<file path="config.mk">
export PLATFORM = sky130hd
export DESIGN_NAME = named_entry_directory_table_top
export DESIGN_NICKNAME = d
export VERILOG_FILES = /design/src/hw/rtl/nedt_pkg.sv /design/src/hw/rtl/named_entry_directory_table_top.sv
export VERILOG_INCLUDE_DIRS = /design/src /design/src/hw/rtl
export SDC_FILE = /design/constraint.sdc
export NUM_CORES = 2
export LEC_CHECK = 0
export ABC_AREA = 1
export ABC_CLOCK_PERIOD_IN_PS = 26200
export BUFFER_PORTS_ARGS = -buffer_cell sky130_fd_sc_hd__buf_2
export CORE_MARGIN = 2
export CORE_UTILIZATION = 50
export CTS_CLUSTER_SIZE = 14
export DETAILED_ROUTE_END_ITERATION = 6
export GPL_TIMING_DRIVEN = 1
export PLACE_DENSITY = 0.66
export SETUP_SLACK_MARGIN = 0.02
export SLEW_MARGIN = 20
export SYNTH_ARGS = -nofsm -noshare
export SYNTH_HDL_FRONTEND = slang
export SYNTH_SLANG_ARGS = --single-unit
</file>
<file path="constraint.sdc">
create_clock -name clock -period 26.2 [get_ports clock]
set_input_delay 5.24 -clock clock [delete_from_list [all_inputs] [get_ports clock]]
set_output_delay 5.24 -clock clock [all_outputs]
set_load 0.02 [all_outputs]
</file>
<file path="src/hw/rtl/named_entry_directory_table_top_defines.svh">
// Assertion macros for the named entry directory table.
// Included by named_entry_directory_table_top.sv; no other dependencies.
`ifndef NAMED_ENTRY_DIRECTORY_TABLE_TOP_DEFINES_SVH
`define NAMED_ENTRY_DIRECTORY_TABLE_TOP_DEFINES_SVH

// Implication check, disabled during reset.
`define NEDT_ASSERT_IMPL(lbl, clk, rst, ante, cons, msg) \
   lbl: assert property (@(posedge clk) disable iff (rst) (ante) |-> (cons)) else $error(msg);

// Condition that must never be seen outside reset.
`define NEDT_ASSERT_NEVER(lbl, clk, rst, cond, msg) \
   lbl: assert property (@(posedge clk) disable iff (rst) !(cond)) else $error(msg);

`endif

</file>
<file path="src/hw/rtl/nedt_pkg.sv">
// Types and constants for the named entry directory table.
// No dependencies.
package nedt_pkg;

   typedef enum logic [2:0] {
      OP_FIND   = 3'd0,
      OP_CREATE = 3'd1,
      OP_DELETE = 3'd2,
      OP_RENAME = 3'd3,
      OP_UPDATE = 3'd4,
      OP_GET    = 3'd5
   } op_type;

   typedef enum logic [2:0] {
      ST_IDLE,
      ST_SCAN,
      ST_READ,
      ST_EXEC
   } state_type;

   localparam logic        STATUS_OK   = 1'b0;
   localparam logic        STATUS_FAIL = 1'b1;
   localparam logic [15:0] NO_BLOCK    = 16'hFFFF;

endpackage

</file>
<file path="src/hw/rtl/named_entry_directory_table_top.sv">
// Named entry directory table: find, create, delete, rename, update, get.
// Depends on nedt_pkg and named_entry_directory_table_top_defines.svh.
//
//  channel | direction | handshake            | payload
//  req     | in        | req_valid/req_ready  | op, key_name, new_name, new_size,
//          |           |                      | new_first_block, slot_index
//  rsp     | out       | rsp_valid/rsp_ready  | status, slot, entry_name,
//          |           |                      | entry_size, entry_first_block
//
// One request at a time; req_ready is high only while the sequencer is idle.
// Find, create, delete and update walk the table once; rename walks it for the
// new name and then, if absent, for the old one; get reads its slot directly. The
// sequencer returns to idle before the next request is taken. The walk reads one
// slot a cycle through the single name memory read port and one name comparator.
// Reset clears the used marks at once; no clearing pass is needed.
// The result register lets the next request enter while rsp is stalled; a
// finished request waits in its last state until the result register frees.
`include "named_entry_directory_table_top_defines.svh"

module named_entry_directory_table_top #(
   parameter int ENTRIES    = 16,
   parameter int NAME_BYTES = 8
) (
   input  logic               clock,
   input  logic               reset,
   input  logic               req_valid,
   output logic               req_ready,
   input  logic [2:0]         req_op,
   input  logic [63:0]        req_key_name,
   input  logic [63:0]        req_new_name,
   input  logic [31:0]        req_new_size,
   input  logic signed [15:0] req_new_first_block,
   input  logic [3:0]         req_slot_index,
   output logic               rsp_valid,
   input  logic               rsp_ready,
   output logic               rsp_status,
   output logic [3:0]         rsp_slot,
   output logic [63:0]        rsp_entry_name,
   output logic [31:0]        rsp_entry_size,
   output logic signed [15:0] rsp_entry_first_block
);
   import nedt_pkg::*;

   localparam int NAME_W = 8 * NAME_BYTES;
   localparam int IDX_W  = (ENTRIES > 1) ? $clog2(ENTRIES) : 1;
   localparam int CNT_W  = $clog2(ENTRIES + 1);
   localparam logic [CNT_W-1:0] SCAN_END = CNT_W'(ENTRIES);

   // storage
   logic [NAME_W-1:0] name_mem  [ENTRIES];
   logic [31:0]       size_mem  [ENTRIES];
   logic [15:0]       block_mem [ENTRIES];
   logic [ENTRIES-1:0] used_ff;

   state_type         state_ff, state_in;
   logic [2:0]        op_ff, op_in;
   logic [NAME_W-1:0] key_ff, key_in;
   logic [NAME_W-1:0] nname_ff, nname_in;
   logic [31:0]       size_ff, size_in;
   logic [15:0]       block_ff, block_in;
   logic [3:0]        idx_ff, idx_in;
   logic [NAME_W-1:0] target_ff, target_in;
   logic [CNT_W-1:0]  scan_ff, scan_in;
   logic              pipe_vld_ff, pipe_vld_in;
   logic [IDX_W-1:0]  cmp_idx_ff, cmp_idx_in;
   logic              hit_ff, hit_in;
   logic [IDX_W-1:0]  hit_idx_ff, hit_idx_in;
   logic              free_ff, free_in;
   logic [IDX_W-1:0]  free_idx_ff, free_idx_in;
   logic              pass_ff, pass_in;

   logic [NAME_W-1:0] rd_name_ff;
   logic [31:0]       rd_size_ff;
   logic [15:0]       rd_block_ff;

   logic              rsp_valid_ff, rsp_valid_in;
   logic              rsp_status_ff, rsp_status_in;
   logic [3:0]        rsp_slot_ff, rsp_slot_in;
   logic [63:0]       rsp_name_ff, rsp_name_in;
   logic [31:0]       rsp_size_ff, rsp_size_in;
   logic [15:0]       rsp_block_ff, rsp_block_in;

   // control
   logic              accept;
   logic              issue;
   logic [IDX_W-1:0]  scan_idx;
   logic              match;
   logic              scan_done;
   logic              restart;
   logic              out_free;
   logic [IDX_W-1:0]  get_addr;
   logic              get_ok;

   logic              rd_en;
   logic [IDX_W-1:0]  rd_addr;
   logic              out_load;
   logic              exec_ok;
   logic [IDX_W-1:0]  exec_slot;
   logic              name_we, size_we, block_we;
   logic [IDX_W-1:0]  wr_addr;
   logic [NAME_W-1:0] name_wd;
   logic [31:0]       size_wd;
   logic [15:0]       block_wd;
   logic              used_we, used_wd;

   assign req_ready = (state_ff == ST_IDLE);
   assign accept    = req_valid && req_ready;
   assign out_free  = !rsp_valid_ff || rsp_ready;

   assign issue     = (state_ff == ST_SCAN) && (scan_ff < SCAN_END);
   assign scan_idx  = scan_ff[IDX_W-1:0];
   assign match     = pipe_vld_ff && used_ff[cmp_idx_ff] && (rd_name_ff == target_ff);
   assign scan_done = (state_ff == ST_SCAN) && !issue && !pipe_vld_ff;
   // rename: first walk looks for the new name, second for the old one
   assign restart   = scan_done && (op_ff == OP_RENAME) && !pass_ff && !hit_ff;

   assign get_addr  = IDX_W'(idx_ff);
   assign get_ok    = (32'(idx_ff) < 32'(ENTRIES)) && used_ff[get_addr];

   // next state
   always_comb begin
      state_in = state_ff;
      unique case (state_ff)
         ST_IDLE: begin
            if (accept) begin
               priority if (req_op == OP_GET) state_in = ST_READ;
               else if (req_op == OP_FIND || req_op == OP_CREATE || req_op == OP_DELETE ||
                        req_op == OP_RENAME || req_op == OP_UPDATE) state_in = ST_SCAN;
               else state_in = ST_EXEC;
            end
         end
         ST_SCAN: begin
            if (scan_done && !restart) state_in = ST_EXEC;
         end
         ST_READ: state_in = ST_EXEC;
         ST_EXEC: begin
            if (out_free) state_in = ST_IDLE;
         end
         default: state_in = ST_IDLE;
      endcase
   end

   // outcome of the request, evaluated in the exec state
   always_comb begin
      exec_ok   = 1'b0;
      exec_slot = hit_idx_ff;
      unique case (op_ff)
         OP_FIND:   exec_ok = hit_ff;
         OP_CREATE: begin
            exec_ok   = !hit_ff && free_ff;
            exec_slot = free_idx_ff;
         end
         OP_DELETE: exec_ok = hit_ff;
         OP_RENAME: exec_ok = pass_ff && hit_ff;
         OP_UPDATE: exec_ok = hit_ff;
         OP_GET: begin
            exec_ok   = get_ok;
            exec_slot = get_addr;
         end
         default:   exec_ok = 1'b0;
      endcase
   end

   // outputs of the sequencer
   always_comb begin
      rd_en    = 1'b0;
      rd_addr  = scan_idx;
      out_load = 1'b0;
      name_we  = 1'b0;
      size_we  = 1'b0;
      block_we = 1'b0;
      used_we  = 1'b0;
      used_wd  = 1'b0;
      wr_addr  = exec_slot;
      name_wd  = key_ff;
      size_wd  = size_ff;
      block_wd = block_ff;
      unique case (state_ff)
         ST_IDLE: ;
         ST_SCAN: rd_en = issue;
         ST_READ: begin
            rd_en   = 1'b1;
            rd_addr = get_addr;
         end
         ST_EXEC: begin
            if (out_free) begin
               out_load = 1'b1;
               if (exec_ok) begin
                  unique case (op_ff)
                     OP_CREATE: begin
                        used_we  = 1'b1;
                        used_wd  = 1'b1;
                        name_we  = 1'b1;
                        size_we  = 1'b1;
                        block_we = 1'b1;
                        size_wd  = 32'd0;
                        block_wd = NO_BLOCK;
                     end
                     OP_DELETE: used_we = 1'b1;
                     OP_RENAME: begin
                        name_we = 1'b1;
                        name_wd = nname_ff;
                     end
                     OP_UPDATE: begin
                        size_we  = 1'b1;
                        block_we = 1'b1;
                     end
                     default: ;
                  endcase
               end
            end
         end
         default: ;
      endcase
   end

   // datapath next values
   always_comb begin
      op_in       = op_ff;
      key_in      = key_ff;
      nname_in    = nname_ff;
      size_in     = size_ff;
      block_in    = block_ff;
      idx_in      = idx_ff;
      target_in   = target_ff;
      scan_in     = scan_ff;
      pipe_vld_in = issue;
      cmp_idx_in  = scan_idx;
      hit_in      = hit_ff;
      hit_idx_in  = hit_idx_ff;
      free_in     = free_ff;
      free_idx_in = free_idx_ff;
      pass_in     = pass_ff;
      if (accept) begin
         op_in     = req_op;
         key_in    = req_key_name[NAME_W-1:0];
         nname_in  = req_new_name[NAME_W-1:0];
         size_in   = req_new_size;
         block_in  = req_new_first_block;
         idx_in    = req_slot_index;
         target_in = (req_op == OP_RENAME) ? req_new_name[NAME_W-1:0]
                                           : req_key_name[NAME_W-1:0];
         scan_in   = '0;
         hit_in    = 1'b0;
         free_in   = 1'b0;
         pass_in   = 1'b0;
      end else begin
         if (issue) begin
            scan_in = scan_ff + CNT_W'(1);
            if (!used_ff[scan_idx] && !free_ff) begin
               free_in     = 1'b1;
               free_idx_in = scan_idx;
            end
         end
         // lowest matching slot wins
         if (match && !hit_ff) begin
            hit_in     = 1'b1;
            hit_idx_in = cmp_idx_ff;
         end
         if (restart) begin
            pass_in   = 1'b1;
            scan_in   = '0;
            hit_in    = 1'b0;
            target_in = key_ff;
         end
      end
   end

   // result register
   always_comb begin
      rsp_valid_in  = rsp_valid_ff && !rsp_ready;
      rsp_status_in = rsp_status_ff;
      rsp_slot_in   = rsp_slot_ff;
      rsp_name_in   = rsp_name_ff;
      rsp_size_in   = rsp_size_ff;
      rsp_block_in  = rsp_block_ff;
      if (out_load) begin
         rsp_valid_in  = 1'b1;
         rsp_status_in = exec_ok ? STATUS_OK : STATUS_FAIL;
         rsp_slot_in   = exec_ok ? 4'(exec_slot) : 4'd0;
         rsp_name_in   = '0;
         rsp_size_in   = '0;
         rsp_block_in  = '0;
         if (exec_ok && op_ff == OP_GET) begin
            rsp_name_in  = 64'(rd_name_ff);
            rsp_size_in  = rd_size_ff;
            rsp_block_in = rd_block_ff;
         end
      end
   end

   always_ff @(posedge clock) begin
      if (reset) begin
         state_ff     <= ST_IDLE;
         pipe_vld_ff  <= 1'b0;
         rsp_valid_ff <= 1'b0;
         used_ff      <= '0;
      end else begin
         state_ff     <= state_in;
         pipe_vld_ff  <= pipe_vld_in;
         rsp_valid_ff <= rsp_valid_in;
         if (used_we) used_ff[wr_addr] <= used_wd;
      end
   end

   always_ff @(posedge clock) begin
      op_ff         <= op_in;
      key_ff        <= key_in;
      nname_ff      <= nname_in;
      size_ff       <= size_in;
      block_ff      <= block_in;
      idx_ff        <= idx_in;
      target_ff     <= target_in;
      scan_ff       <= scan_in;
      cmp_idx_ff    <= cmp_idx_in;
      hit_ff        <= hit_in;
      hit_idx_ff    <= hit_idx_in;
      free_ff       <= free_in;
      free_idx_ff   <= free_idx_in;
      pass_ff       <= pass_in;
      rsp_status_ff <= rsp_status_in;
      rsp_slot_ff   <= rsp_slot_in;
      rsp_name_ff   <= rsp_name_in;
      rsp_size_ff   <= rsp_size_in;
      rsp_block_ff  <= rsp_block_in;
   end

   // entry memories: one write and one registered read per cycle
   always_ff @(posedge clock) begin
      if (name_we)  name_mem[wr_addr]  <= name_wd;
      if (size_we)  size_mem[wr_addr]  <= size_wd;
      if (block_we) block_mem[wr_addr] <= block_wd;
      if (rd_en) begin
         rd_name_ff  <= name_mem[rd_addr];
         rd_size_ff  <= size_mem[rd_addr];
         rd_block_ff <= block_mem[rd_addr];
      end
   end

   assign rsp_valid             = rsp_valid_ff;
   assign rsp_status            = rsp_status_ff;
   assign rsp_slot              = rsp_slot_ff;
   assign rsp_entry_name        = rsp_name_ff;
   assign rsp_entry_size        = rsp_size_ff;
   assign rsp_entry_first_block = rsp_block_ff;

   `NEDT_ASSERT_IMPL(a_write_in_exec, clock, reset, name_we || size_we || block_we || used_we, state_ff == ST_EXEC && out_free, "table write outside exec")
   `NEDT_ASSERT_IMPL(a_create_free_slot, clock, reset, used_we && used_wd, !used_ff[wr_addr], "create allocated a used slot")
   `NEDT_ASSERT_IMPL(a_hit_is_used, clock, reset, state_ff == ST_EXEC && hit_ff, used_ff[hit_idx_ff], "name hit on an unused slot")
   `NEDT_ASSERT_NEVER(a_load_when_full, clock, reset, out_load && rsp_valid_ff && !rsp_ready, "result overwritten while stalled")

endmodule
</file>
==> metrics.txt <==
slowest CP cell=nor2_4; Routed met1 length=101 mm; Yosys top cell by area=edfxtp_1; most frequent cells after synthesis=2,276 x edfxtp_1, 1,167 x inv_1, 837 x nand2_1; CP max stage delay=0.93 ns; met2 wire len=116 mm; ys flop type=edfxtp_1; largest family of logic cells by synthesized area=compound AO/OA/AOI/OAI gates; vias=58.9k; H-tree Lvls=4; post-DR vias/cell=5.65; Top delay family on crit path=buffers and inverters; CTS buffer count=223; unrepaired setup endpoints after global routing=no; number of global-route vias before repair=54.8k; FF/Latch Area=69,000 sq um; Setup Skew=0.0420 ns; Slew Viols, Final=0; post-route setup TNS=0 ns; Tmin final=8.52 ns; DRC errors left=0; Post-Synthesis Cells=7,574; max-cap violations=0; final total power=10.6 mW; clock buffer depth=3; Root Buffer=clkbuf_16; Area Overhead vs Synth=11.8%; Pre-Repair DR Iteration Count=6; gr usage total=0.256; syn_nets=7,766; final net count=7,957; final hold violation count=0; Routed WL per cell=23.8 um; Synth Area in Compound Gates=0.101; number of synthesized flops with an enable pin=2,276; Placed Cells=10.0k; GP Congestion=0.940; instance count on the critical path=10; Async SR Flop Fraction=0; Worst Tran Pin Value=1.14 ns; dpl cell area=97,600 sq um; Fmax=117 MHz; first-pass GRT wire length=360 mm; Hold Crit Class=reg -> reg; sequential share of the synthesized area=0.736; Skew-Pair Late Insertion Delay=0.86 ns; CP arrival=9.00 ns; Highest Signal Layer=met5; Top cell by count, worst path=buf_4; PD cells=101 nW/um^2; largest net degree at the start of global routing=251; Initial DRC Count=7,388; critical path endpoint category=register; Syn Std Cell Area=93,700 sq um; crit start category=input pin; initial antenna violation count=15; Max-slew headroom=0.239; die width=437 um; VDD IR max=0.106 mV; Std-Cell Rows=158; Core Footprint=186,000 sq um; multiplexer share of the synthesized area=0.00445; Filler Cell Count=14.8k; count leader, synth=edfxtp_1; met3 layer wire length in the routed design=20.3 mm; WL final=248 mm; cells along the critical path=buf_2 -> nor2_1 -> nor2_4 -> nand3_1 -> inv_2 -> buf_4 -> a21oi_4 -> buf_4 -> nor2_4 -> buf_4; Port Buffers=305; Syn Area/Cell=12.4 sq um; yosys warns=0; Critical Path RT=26.68 ns; worst path bufs/invs=5; outcome=finished, final reports clean; Pleak=38.0 nW; Synth Area in Simple Gates=0.0886; Worst-path clk slew=0.06 ns; Layout Utilization=0.564; post-DP HPWL=137 mm; layout cell share with drive strength beyond 1=0.106; Setup violations, final=0; CTS tree=built; Die Span Y=437 um; Final WS setup=17.68 ns; WHS=0.443 ns; I/O pin count=306; Initial Utilization=0.504; final instance area=105,000 sq um; critical path fanouts, max=41; worst r2r path cells=14; Synth Area in XOR/XNOR=0.00168; Placement Setup Slack=16.76 ns; top-area cell type share of the netlist area=0.729; die area=191,000 sq um; Tcrit/Tclk final=0.325; Sink Count=2,308; Hold Buf Count CTS=0; Synth Area in Adders=0.000668; Hold Path Stages=0; global route total overflow=0; Post-CTS Resized=0; FF+latch count, synth=2,308; Setup CP Type=in -> reg; post-synth cell types=40; ranking of synthesized cells by area=edfxtp_1 73%, inv_1 4.7%, a21oi_1 3.4%; Routed Antenna Nets=0; area occupied by multi-input gates=18,800 sq um; # Post-CTS Setup Buffers=0; Post-Layout Cell Count=10.4k
registers in the layout, summed over array words and instances (netlist names), 32 cells and up:
signal          cells
name_mem         1024
size_mem          512
block_mem         256
key_ff             64
nname_ff           64
rd_name_ff         64
rsp_entry_name     64
target_ff          64
rd_size_ff         32
rsp_entry_size     32
size_ff            32
layout by cell type (no fill, tap or decap), drive strengths merged, types with 32 or more instances in the layout:
cell type  synthesis  final
a21oi            637    637
buf              247    402
clkbuf           189    272
clkinv             1    108
dfxtp             32     32
edfxtp          2276   2276
inv             1171   1183
mux2              37     37
nand2            839    839
nand3            620    620
nand4             43     43
nor2             390    390
o211ai           387    387
o21ai            570    570
o221ai            33     33
metal layers:
metal | global-route usage | up-vias
met5 | 0 | -
met4 | 0.106 | 18
met3 | 0.0391 | 463
met2 | 0.405 | 2576
met1 | 0.355 | 28800
li1 | - | 27100
where the power goes:
group / switching (mW) / leakage, nW / internal (mW)
Combinational: 2.02 / 13.6 / 0.757
Clock: 1.36 / 3.48 / 1.78
Sequential: 0.149 / 20.9 / 4.50
Total: 3.53 / 38.0 / 7.03
kinds of logic after synthesis:
group / after synthesis
compound gates: 1657
flops: 2308
xor+xnor: 18
mux: 37
buf+inv: 1608
simple gates: 1941
fa+ha+maj: 5
final timing paths:
check / from / endpoint / slack (ns)
hold reg to reg: scan_ff[2] / cmp_idx_ff[2] / 0.44
setup / recovery: rsp_ready / name_mem[9][56] / 17.68
hold / removal: scan_ff[2] / cmp_idx_ff[2] / 0.44
setup reg to reg: state_ff[0] / rd_name_ff[49] / 19.84
final cells by class:
type,instances,share of cell area
Multi-Input combinational cell,3658,0.179
Sequential cell,2308,0.659
Antenna cell,4,0.0000955
Clock buffer,272,0.0554
Tap cell,2480,0.0296
Inverter,1172,0.0422
Timing Repair Buffer,402,0.0228
Clock inverter,142,0.0123
No activity file was read; power rests on OpenSTA's default activity.
